===== config.mk =====
export PLATFORM = sky130hd
export DESIGN_NAME = bounded_ordered_list_engine_unit_flat
export DESIGN_NICKNAME = d
export VERILOG_FILES = /design/src/rtl/core/bole_pkg.sv /design/src/rtl/core/bole_if.sv /design/src/rtl/core/bounded_ordered_list_engine_unit.sv /design/src/rtl/core/bole_ram.sv /design/src/rtl/core/bole_seq.sv /design/src/flat_wrapper.sv
export VERILOG_INCLUDE_DIRS = /design/src /design/src/rtl/core
export SDC_FILE = /design/constraint.sdc
export NUM_CORES = 2
export LEC_CHECK = 0
export BUFFER_PORTS_ARGS = -buffer_cell sky130_fd_sc_hd__clkbuf_2
export CAP_MARGIN = 10
export CORE_MARGIN = 2
export CORE_UTILIZATION = 60
export CTS_BUF_LIST = sky130_fd_sc_hd__clkbuf_16
export CTS_CLUSTER_DIAMETER = 50
export DETAILED_ROUTE_END_ITERATION = 12
export GPL_TIMING_DRIVEN = 1
export PLACE_DENSITY = 0.77
export SETUP_SLACK_MARGIN = 0.2
export SYNTH_ARGS = -nofsm -noshare
export SYNTH_HDL_FRONTEND = slang
export SYNTH_HIERARCHICAL = 1
export SYNTH_SLANG_ARGS = --single-unit

===== constraint.sdc =====
create_clock -name clk -period 7.9 [get_ports clk]
set_input_delay 0.79 -clock clk [delete_from_list [all_inputs] [get_ports clk]]
set_output_delay 0.79 -clock clk [all_outputs]
set_load 0.02 [all_outputs]

===== src/rtl/core/bounded_ordered_list_engine_unit_macros.svh =====
// Assertion macros for the bounded ordered list engine.
// Each macro assumes clk and arst_n in the scope of use.
`ifndef BOUNDED_ORDERED_LIST_ENGINE_UNIT_MACROS_SVH
`define BOUNDED_ORDERED_LIST_ENGINE_UNIT_MACROS_SVH
`ifndef SYNTHESIS
`define BOLE_ASSERT(label, ante, cons, msg) \
	label: assert property (@(posedge clk) disable iff (!arst_n) (ante) |-> (cons)) \
		else $error(msg);
`define BOLE_ASSERT_NXT(label, ante, cons, msg) \
	label: assert property (@(posedge clk) disable iff (!arst_n) (ante) |=> (cons)) \
		else $error(msg);
`else
`define BOLE_ASSERT(label, ante, cons, msg)
`define BOLE_ASSERT_NXT(label, ante, cons, msg)
`endif
`endif


===== src/rtl/core/bole_pkg.sv =====
// Package for the bounded ordered list engine: sizes, codes and result type.
// No dependencies.
`timescale 1ns / 1ps
package bole_pkg;
	localparam int DEPTH       = 32;
	localparam int MAX_RESULTS = 32;
	localparam int DUMP_MAX    = (DEPTH < MAX_RESULTS) ? DEPTH : MAX_RESULTS;
	localparam int PTR_W       = $clog2(DEPTH);
	localparam int CNT_W       = $clog2(DEPTH + 1);
	localparam int OP_W        = 3;
	localparam int VALUE_W     = 32;
	localparam int STATUS_W    = 2;
	localparam int POS_W       = 5;
	localparam int COUNT_W     = 6;

	typedef logic [PTR_W-1:0] ptr_t;
	typedef logic [CNT_W-1:0] cnt_t;

	typedef enum logic [OP_W-1:0] {
		OP_ADD_HEAD = 3'd0,
		OP_ADD_TAIL = 3'd1,
		OP_DEL_HEAD = 3'd2,
		OP_DEL_VAL  = 3'd3,
		OP_SEARCH   = 3'd4,
		OP_DUMP     = 3'd5,
		OP_CLEAR    = 3'd6
	} op_t;

	typedef enum logic [STATUS_W-1:0] {
		ST_OK       = 2'd0,
		ST_EMPTY    = 2'd1,
		ST_NOTFOUND = 2'd2,
		ST_FULL     = 2'd3
	} status_t;

	typedef struct packed {
		status_t                    status;
		logic [POS_W-1:0]           position;
		logic signed [VALUE_W-1:0]  element;
		logic                       element_valid;
		logic [COUNT_W-1:0]         count;
		logic                       last;
	} res_t;
endpackage


===== src/rtl/core/bole_if.sv =====
// Handshake channels of the list engine: request and response.
// Depends on bole_pkg.
`timescale 1ns / 1ps
interface bole_in_if import bole_pkg::*; ();
	logic                      valid;
	logic                      ready;
	logic [OP_W-1:0]           op;
	logic signed [VALUE_W-1:0] item_value;

	modport source (output valid, output op, output item_value, input ready);
	modport sink (input valid, input op, input item_value, output ready);
endinterface

interface bole_out_if import bole_pkg::*; ();
	logic                      valid;
	logic                      ready;
	logic [STATUS_W-1:0]       status;
	logic [POS_W-1:0]          position;
	logic signed [VALUE_W-1:0] element;
	logic                      element_valid;
	logic [COUNT_W-1:0]        count;
	logic                      last;

	modport source (output valid, output status, output position, output element,
		output element_valid, output count, output last, input ready);
	modport sink (input valid, input status, input position, input element,
		input element_valid, input count, input last, output ready);
endinterface


===== src/rtl/core/bounded_ordered_list_engine_unit.sv =====
// Bounded ordered list engine: element RAM, sequencer and response register.
// Insert, delete head, clear and unused codes go from accept through the exec and response states;
// search and delete by value scan from the head, delete by value then closes up the list behind the match.
// Dump: elements leave one per cycle while the response register is free, at most DUMP_MAX of them.
// One transaction at a time: the next request is accepted only once the sequencer is idle again.
// Reset clears head and count; the element RAM is not cleared and needs no clearing pass.
`timescale 1ns / 1ps
`include "bounded_ordered_list_engine_unit_macros.svh"
module bounded_ordered_list_engine_unit import bole_pkg::*; (
	input  logic      clk,
	input  logic      arst_n,
	bole_in_if.sink   req,
	bole_out_if.source rsp
);
	res_t                      res;
	res_t                      rsp_q;
	logic                      res_valid;
	logic                      rsp_valid_q;
	logic                      out_free;
	logic                      ram_we;
	logic                      ram_re;
	ptr_t                      ram_waddr;
	ptr_t                      ram_raddr;
	logic signed [VALUE_W-1:0] ram_wdata;
	logic signed [VALUE_W-1:0] ram_rdata;

	assign out_free = !rsp_valid_q || rsp.ready;

	bole_seq u_seq (
		.clk       (clk),
		.arst_n    (arst_n),
		.req       (req),
		.res       (res),
		.res_valid (res_valid),
		.out_free  (out_free),
		.ram_we    (ram_we),
		.ram_waddr (ram_waddr),
		.ram_wdata (ram_wdata),
		.ram_re    (ram_re),
		.ram_raddr (ram_raddr),
		.ram_rdata (ram_rdata)
	);

	bole_ram #(
		.DATA_W (VALUE_W),
		.WORDS  (DEPTH)
	) u_store (
		.clk   (clk),
		.we    (ram_we),
		.waddr (ram_waddr),
		.wdata (ram_wdata),
		.re    (ram_re),
		.raddr (ram_raddr),
		.rdata (ram_rdata)
	);

	always_ff @(posedge clk or negedge arst_n) begin
		if (!arst_n) begin
			rsp_valid_q <= 1'b0;
			rsp_q       <= '0;
		end else if (res_valid) begin
			rsp_valid_q <= 1'b1;
			rsp_q       <= res;
		end else if (rsp.ready) begin
			rsp_valid_q <= 1'b0;
		end
	end

	assign rsp.valid         = rsp_valid_q;
	assign rsp.status        = rsp_q.status;
	assign rsp.position      = rsp_q.position;
	assign rsp.element       = rsp_q.element;
	assign rsp.element_valid = rsp_q.element_valid;
	assign rsp.count         = rsp_q.count;
	assign rsp.last          = rsp_q.last;

	`BOLE_ASSERT(a_res_slot, res_valid, out_free, "result issued into a busy response register")
	`BOLE_ASSERT_NXT(a_busy_after_accept, req.valid && req.ready, !req.ready, "ready after accept")
	`BOLE_ASSERT(a_dump_ok, rsp.valid && rsp.element_valid, rsp.status == ST_OK, "dump not ok")
	`BOLE_ASSERT(a_full_cnt, rsp.valid && rsp.status == ST_FULL, rsp.count == COUNT_W'(DEPTH), "full mismatch")
endmodule


===== src/rtl/core/bole_ram.sv =====
// Generic simple dual-port RAM, one write and one registered read port.
// No dependencies.
`timescale 1ns / 1ps
module bole_ram #(
	parameter int DATA_W = 32,
	parameter int WORDS  = 32
) (
	input  logic                     clk,
	input  logic                     we,
	input  logic [$clog2(WORDS)-1:0] waddr,
	input  logic [DATA_W-1:0]        wdata,
	input  logic                     re,
	input  logic [$clog2(WORDS)-1:0] raddr,
	output logic [DATA_W-1:0]        rdata
);
	logic [DATA_W-1:0] mem_q [WORDS];

	always_ff @(posedge clk) begin
		if (we) begin
			mem_q[waddr] <= wdata;
		end
		if (re) begin
			rdata <= mem_q[raddr];
		end
	end
endmodule


===== src/rtl/core/bole_seq.sv =====
// Operation sequencer: head and count registers, scan, close-up and dump walks
// over the element RAM. Depends on bole_pkg and bole_if.
`timescale 1ns / 1ps
module bole_seq import bole_pkg::*; (
	input  logic                      clk,
	input  logic                      arst_n,
	bole_in_if.sink                   req,
	output res_t                      res,
	output logic                      res_valid,
	input  logic                      out_free,
	output logic                      ram_we,
	output ptr_t                      ram_waddr,
	output logic signed [VALUE_W-1:0] ram_wdata,
	output logic                      ram_re,
	output ptr_t                      ram_raddr,
	input  logic signed [VALUE_W-1:0] ram_rdata
);
	typedef enum logic [2:0] {
		S_IDLE,
		S_EXEC,
		S_SCAN,
		S_SHIFT,
		S_DUMP,
		S_RESP
	} state_t;

	state_t                    state_q;
	op_t                       op_q;
	logic signed [VALUE_W-1:0] value_q;
	ptr_t                      head_q;
	cnt_t                      count_q;
	cnt_t                      idx_q;
	status_t                   st_q;
	logic [POS_W-1:0]          pos_q;

	logic full, empty, found, more, dump_last;
	cnt_t idx_nxt;
	ptr_t head_dec;

	// circular index: (head + i + k) mod DEPTH
	function automatic ptr_t phys(input ptr_t hd, input cnt_t i, input logic [1:0] k);
		logic [PTR_W+1:0] s;
		s = (PTR_W+2)'(hd) + (PTR_W+2)'(i) + (PTR_W+2)'(k);
		if (s >= (PTR_W+2)'(DEPTH)) s = s - (PTR_W+2)'(DEPTH);
		if (s >= (PTR_W+2)'(DEPTH)) s = s - (PTR_W+2)'(DEPTH);
		return PTR_W'(s);
	endfunction

	assign full      = (count_q == CNT_W'(DEPTH));
	assign empty     = (count_q == '0);
	assign found     = (ram_rdata == value_q);
	assign idx_nxt   = idx_q + cnt_t'(1);
	assign more      = (idx_nxt < count_q);
	assign dump_last = (idx_nxt == ((count_q > cnt_t'(DUMP_MAX)) ? cnt_t'(DUMP_MAX) : count_q));
	assign head_dec  = (head_q == '0) ? PTR_W'(DEPTH - 1) : head_q - ptr_t'(1);

	assign req.ready = (state_q == S_IDLE);

	always_comb begin
		ram_we            = 1'b0;
		ram_waddr         = head_dec;
		ram_wdata         = value_q;
		ram_re            = 1'b0;
		ram_raddr         = phys(head_q, idx_q, 2'd1);
		res_valid         = 1'b0;
		res.status        = st_q;
		res.position      = pos_q;
		res.element       = '0;
		res.element_valid = 1'b0;
		res.count         = COUNT_W'(count_q);
		res.last          = 1'b1;
		case (state_q)
			S_EXEC: begin
				case (op_q)
					OP_ADD_HEAD: begin
						ram_we = !full;
					end
					OP_ADD_TAIL: begin
						ram_we    = !full;
						ram_waddr = phys(head_q, count_q, 2'd0);
					end
					OP_DEL_VAL, OP_SEARCH, OP_DUMP: begin
						ram_re    = !empty;
						ram_raddr = phys(head_q, '0, 2'd0);
					end
					default: begin
					end
				endcase
			end
			S_SCAN: begin
				ram_re = 1'b1;
			end
			S_SHIFT: begin
				ram_re    = 1'b1;
				ram_raddr = phys(head_q, idx_q, 2'd2);
				ram_we    = more;
				ram_waddr = phys(head_q, idx_q, 2'd0);
				ram_wdata = ram_rdata;
			end
			S_DUMP: begin
				res_valid         = out_free;
				res.status        = ST_OK;
				res.position      = '0;
				res.element       = ram_rdata;
				res.element_valid = 1'b1;
				res.last          = dump_last;
				ram_re            = out_free && !dump_last;
			end
			S_RESP: begin
				res_valid = out_free;
			end
			default: begin
			end
		endcase
	end

	always_ff @(posedge clk or negedge arst_n) begin
		if (!arst_n) begin
			state_q <= S_IDLE;
			op_q    <= OP_CLEAR;
			value_q <= '0;
			head_q  <= '0;
			count_q <= '0;
			idx_q   <= '0;
			st_q    <= ST_OK;
			pos_q   <= '0;
		end else begin
			case (state_q)
				S_IDLE: begin
					if (req.valid) begin
						op_q    <= op_t'(req.op);
						value_q <= req.item_value;
						state_q <= S_EXEC;
					end
				end
				S_EXEC: begin
					st_q    <= ST_OK;
					pos_q   <= '0;
					idx_q   <= '0;
					state_q <= S_RESP;
					case (op_q)
						OP_ADD_HEAD: begin
							if (full) begin
								st_q <= ST_FULL;
							end else begin
								head_q  <= head_dec;
								count_q <= count_q + cnt_t'(1);
							end
						end
						OP_ADD_TAIL: begin
							if (full) begin
								st_q <= ST_FULL;
							end else begin
								count_q <= count_q + cnt_t'(1);
							end
						end
						OP_DEL_HEAD: begin
							if (empty) begin
								st_q <= ST_EMPTY;
							end else begin
								head_q  <= phys(head_q, '0, 2'd1);
								count_q <= count_q - cnt_t'(1);
							end
						end
						OP_DEL_VAL, OP_SEARCH: begin
							if (empty) begin
								st_q <= ST_EMPTY;
							end else begin
								state_q <= S_SCAN;
							end
						end
						OP_DUMP: begin
							if (empty) begin
								st_q <= ST_EMPTY;
							end else begin
								state_q <= S_DUMP;
							end
						end
						OP_CLEAR: begin
							head_q  <= '0;
							count_q <= '0;
						end
						default: begin
						end
					endcase
				end
				S_SCAN: begin
					if (found) begin
						if (op_q == OP_DEL_VAL) begin
							state_q <= S_SHIFT;
						end else begin
							pos_q   <= POS_W'(idx_q);
							state_q <= S_RESP;
						end
					end else if (more) begin
						idx_q <= idx_nxt;
					end else begin
						st_q    <= ST_NOTFOUND;
						state_q <= S_RESP;
					end
				end
				S_SHIFT: begin
					if (more) begin
						idx_q <= idx_nxt;
					end else begin
						count_q <= count_q - cnt_t'(1);
						state_q <= S_RESP;
					end
				end
				S_DUMP: begin
					if (out_free) begin
						if (dump_last) begin
							state_q <= S_IDLE;
						end else begin
							idx_q <= idx_nxt;
						end
					end
				end
				S_RESP: begin
					if (out_free) begin
						state_q <= S_IDLE;
					end
				end
				default: begin
					state_q <= S_IDLE;
				end
			endcase
		end
	end
endmodule


===== src/flat_wrapper.sv =====
// flat-port wrapper written by rule: the top's interface ports become plain ports
module bounded_ordered_list_engine_unit_flat import bole_pkg::*;
  (clk, arst_n, req_valid, req_op, req_item_value, req_ready, rsp_valid, rsp_status, rsp_position, rsp_element, rsp_element_valid, rsp_count, rsp_last, rsp_ready);
  bole_in_if req_i ();
  bole_out_if rsp_i ();
  input  logic clk;
  input  logic arst_n;
  input wire logic [$bits(req_i.valid)-1:0] req_valid;
  input wire logic [$bits(req_i.op)-1:0] req_op;
  input wire logic [$bits(req_i.item_value)-1:0] req_item_value;
  output wire logic [$bits(req_i.ready)-1:0] req_ready;
  output wire logic [$bits(rsp_i.valid)-1:0] rsp_valid;
  output wire logic [$bits(rsp_i.status)-1:0] rsp_status;
  output wire logic [$bits(rsp_i.position)-1:0] rsp_position;
  output wire logic [$bits(rsp_i.element)-1:0] rsp_element;
  output wire logic [$bits(rsp_i.element_valid)-1:0] rsp_element_valid;
  output wire logic [$bits(rsp_i.count)-1:0] rsp_count;
  output wire logic [$bits(rsp_i.last)-1:0] rsp_last;
  input wire logic [$bits(rsp_i.ready)-1:0] rsp_ready;
  assign req_i.valid = req_valid;
  assign req_i.op = req_op;
  assign req_i.item_value = req_item_value;
  assign req_ready = req_i.ready;
  assign rsp_valid = rsp_i.valid;
  assign rsp_status = rsp_i.status;
  assign rsp_position = rsp_i.position;
  assign rsp_element = rsp_i.element;
  assign rsp_element_valid = rsp_i.element_valid;
  assign rsp_count = rsp_i.count;
  assign rsp_last = rsp_i.last;
  assign rsp_i.ready = rsp_ready;
  bounded_ordered_list_engine_unit u_core (.clk(clk), .arst_n(arst_n), .req(req_i), .rsp(rsp_i));
endmodule

==> results.md <==
- Cts bufs inserted: 116
- Class of the tightest hold or removal check: in -> async
- Worst R2R Path Depth: 12
- Reg-to-reg setup timing slack: around 2600 ps
- Required time of the critical path: 8230 ps
- Proportion of layout cells with a drive suffix above 1: 0.141
- Latest clock arrival within the worst-skew pair: roughly 700 ps
- Count of filler cells inserted in the layout: 5131
- Number of max-slew violations in the final report: 0
- Syn_area_per_cell: 16.0 um^2
- Final Routed Wirelength: approximately 120000 um
- Setup repair after global routing missed its margin: no
- Number of clock sinks seen by CTS: roughly 1200
- DRC violation total after the first TritonRoute iteration: 3371
- Async S/R FF share, synth: 0.0943
- Final setup violating endpoints: 0
- Count of final hold-check violations: 0
- Hold-fix buffers at CTS: 0
- Sum of overflow across all layers after global routing: 0
- Count of vias placed by the detailed router: ~28000
- Initial antenna violation count: 1
- Total of flip-flops plus latches after synthesis: between 1000 and 1500
- Cell at the root of the clock tree: clkbuf_16
- Capture instance of the worst register-to-register path: u_core/u_store/mem_q[10][20]
- Buffer count from post-CTS setup fixing: 0
- Outcome: complete, no violations
- Mean routed wirelength per cell: ~29 um
- Slew at the pin closest to its max-slew limit: approximately 1200 ps
- Shortest period the worst path allows: 5260 ps
- Setup TNS: 0 ps
- Total I/O pin count: ~90
- Largest net degree at the start of global routing: 129
- Area of the die: approximately 0.08 mm^2
- Routed vias/inst: between 6 and 7
- # resized after CTS: 0
- Period utilisation layout: 0.666
- IO Port Bufs: 87
- Synthesized cell area: between 0.04 and 0.05 mm^2
- Die H: 287 um
- First-pass GRT wire length: approximately 180000 um
- Largest fanout of any net on the critical path: 18
- Max-cap violations: 0
- Routability cong.: slightly below 0.9
- Post-Route Skew: 34.6 ps
- Worst path arrival time: 5590 ps
- Highest attainable clock frequency: 190 MHz
- Max transition margin: 0.178
- Layout-stage area growth over the synthesis result: 10.7%
- Worst Setup End Kind: flip-flop
- Commonest register cell after synthesis: edfxtp_1
- CP Launch Type: flip-flop
- Horizontal die dimension: ~290 um
- Number of global-route vias before repair: approximately 28000
- Detailed-router iteration count before antenna repair: 8
- Number of antenna-violating nets in the routed design: 0
- Post-route DRC violation count: 0
- Post-synthesis net count: between 3000 and 4000
- Reg2Reg Launch Point: u_core/u_seq/idx_q[0]
- Clock transition time at the flip-flop clock pins of the worst setup and hold paths: roughly 60 ps
- Post-synth EDFFs: 1056
- Detailed placement HPWL: 65700 um
- CTS tree: yes
- GR Util All Layers: 0.298
- Sequential-to-total area share from yosys stat: 0.720
- Area of the core region: between 0.07 and 0.08 mm^2
- Starting utilization of the core area: 0.606
- Warnings from Yosys: 6
- Level count of the clock H-tree: 3
- Cell Rows: 103
- Maximum root-to-sink buffer count: 3
- Final nets: 3150
- Setup CP Type: reg -> reg
- Cells after Synth: 2999
- Number of unique standard cell types used by synthesis: 75
## per-stage QoR
stage | instance area, um^2 | util | hold slack, ps | cells | setup slack (ps)
after detailed placement | 49500 | 0.626 | 496 | 4021 | 2870
after floorplan | 47900 | - | 489 | 2999 | 3420
after CTS | 53000 | 0.671 | 15.0 | 4236 | 2820
after global placement | 49500 | 0.626 | 488 | 4021 | 2980
after global routing | 53000 | 0.671 | 48.4 | 4236 | 2480
final | 53000 | 0.671 | 18.1 | 4237 | 2640
## logic make-up after synthesis
logic type | count (synthesis) | synth area share
flip-flops | 1166 | 0.720
adder cells (fa/ha/maj) | 22 | 0.00606
buffers and inverters | 194 | 0.0220
AO/OA/AOI/OAI | 418 | 0.0598
XOR/XNOR | 52 | 0.0101
multiplexers | 600 | 0.129
AND/OR/NAND/NOR | 547 | 0.0532
## worst max-delay path by stage
stage	start	end	slack, ps	cells past startpoint
after CTS	u_core/u_seq/idx_q[0]	u_core/u_store/mem_q[10][20]	2820	12
final	u_core/u_seq/idx_q[0]	u_core/u_store/mem_q[10][20]	2640	12
after floorplan	u_core/u_seq/idx_q[1]	u_core/u_store/mem_q[28][0]	3420	12
after global routing	u_core/u_seq/idx_q[0]	u_core/u_store/mem_q[21][30]	2480	12
after detailed placement	u_core/u_seq/idx_q[0]	u_core/u_store/mem_q[10][22]	2870	12
after global placement	u_core/u_seq/idx_q[0]	u_core/u_store/mem_q[10][28]	2980	12
## synth_stat cells, types with 3 or more instances
| cell | instances | area [um^2] |
|---|---|---|
| a21o_1 | 6 | 45.0 |
| a21oi_1 | 121 | 606 |
| nor2b_1 | 8 | 50.1 |
| and2_1 | 41 | 257 |
| buf_6 | 19 | 214 |
| mux2_2 | 66 | 743 |
| nand3_1 | 109 | 546 |
| nor2_1 | 65 | 244 |
| o211ai_1 | 3 | 22.5 |
| nand2_1 | 229 | 860 |
| a22oi_1 | 108 | 811 |
| mux2_4 | 19 | 285 |
| nor3_1 | 44 | 220 |
| o31ai_1 | 3 | 22.5 |
| o21ai_0 | 33 | 165 |
| or3b_2 | 3 | 26.3 |
| a211oi_1 | 3 | 22.5 |
| nand4_1 | 3 | 18.8 |
| o22ai_1 | 3 | 18.8 |
| a31oi_1 | 36 | 225 |
| mux2i_1 | 515 | 5150 |
| edfxtp_1 | 1056 | 31700 |
| ha_1 | 20 | 250 |
| buf_1 | 7 | 26.3 |
| nor4_1 | 10 | 62.6 |
| dfrtp_1 | 108 | 2700 |
| buf_2 | 39 | 195 |
| xor2_1 | 41 | 359 |
| o21a_1 | 5 | 37.5 |
| o221ai_1 | 3 | 26.3 |
| xnor2_1 | 9 | 78.8 |
| a22o_1 | 67 | 587 |
| and3_1 | 5 | 31.3 |
| buf_4 | 34 | 255 |
| o2111ai_1 | 3 | 26.3 |
| nand2b_1 | 9 | 56.3 |
| clkbuf_1 | 72 | 270 |
| nand3b_1 | 6 | 45.0 |
| inv_1 | 21 | 78.8 |
## metal layers
metal | vias to the layer above | part of all wire | track usage
li1 | 11800 | - | -
met1 | 14100 | 0.38 | 0.411
met2 | 1760 | 0.48 | 0.476
met3 | 282 | 0.11 | 0.0552
met4 | 0 | 0.035 | 0.112
met5 | - | 0 | 0
## flip-flops by register name, indices dropped and copies added, names as in the netlist, 6 cells and up
register              cells
u_core/rsp.count          6
u_core/rsp.element       32
u_core/u_seq/count_q      6
u_core/u_seq/idx_q        6
u_core/u_seq/value_q     32
u_core/u_store/mem_q   1024
u_core/u_store/rdata     32
## layout make-up
class	count	area, um^2	area share
multi-input cells	1639	12700	0.239
flip-flops and latches	1166	34500	0.650
well taps	1050	1310	0.0248
inverters	21	78.8	0.00149
repair buffers	145	973	0.0184
clock buffers	117	2930	0.0552
diodes	1	2.50	0.0000472
clock inverters	98	603	0.0114
## cell usage in the layout (no fill, tap or decap), types with 8 or more instances in the layout
cell | netlist | layout
clkinv_2 | 0 | 20
nand3_1 | 109 | 109
dfrtp_1 | 108 | 108
o21ai_0 | 33 | 32
buf_12 | 0 | 8
mux2i_1 | 515 | 515
clkbuf_2 | 0 | 86
a22o_1 | 67 | 67
a31oi_1 | 36 | 36
clkbuf_16 | 0 | 117
nor2_4 | 0 | 33
edfxtp_1 | 1056 | 1056
nand2_1 | 229 | 229
a21oi_1 | 121 | 121
a22oi_1 | 108 | 108
mux2_4 | 19 | 19
clkinv_1 | 0 | 30
nor4_1 | 10 | 10
nor2_1 | 65 | 32
buf_4 | 34 | 51
and2_1 | 41 | 38
ha_1 | 20 | 20
inv_1 | 21 | 45
xor2_1 | 41 | 41
nor3_1 | 44 | 44
xnor2_1 | 9 | 9
mux2_2 | 66 | 66
## critical path, cell delays in order (launching register included)
cell,delay (ps)
dfrtp_1,550
ha_1,280
and3_1,240
xor2_1,230
ha_1,290
a21o_1,170
a21oi_1,150
o21a_1,230
nand2_1,120
a21oi_1,530
nand3b_1,730
nor2_4,860
buf_4,490
Power is left out: the tool's default activity adds up to more than one toggle a clock period on the data nets, which glitch-free logic cannot reach.
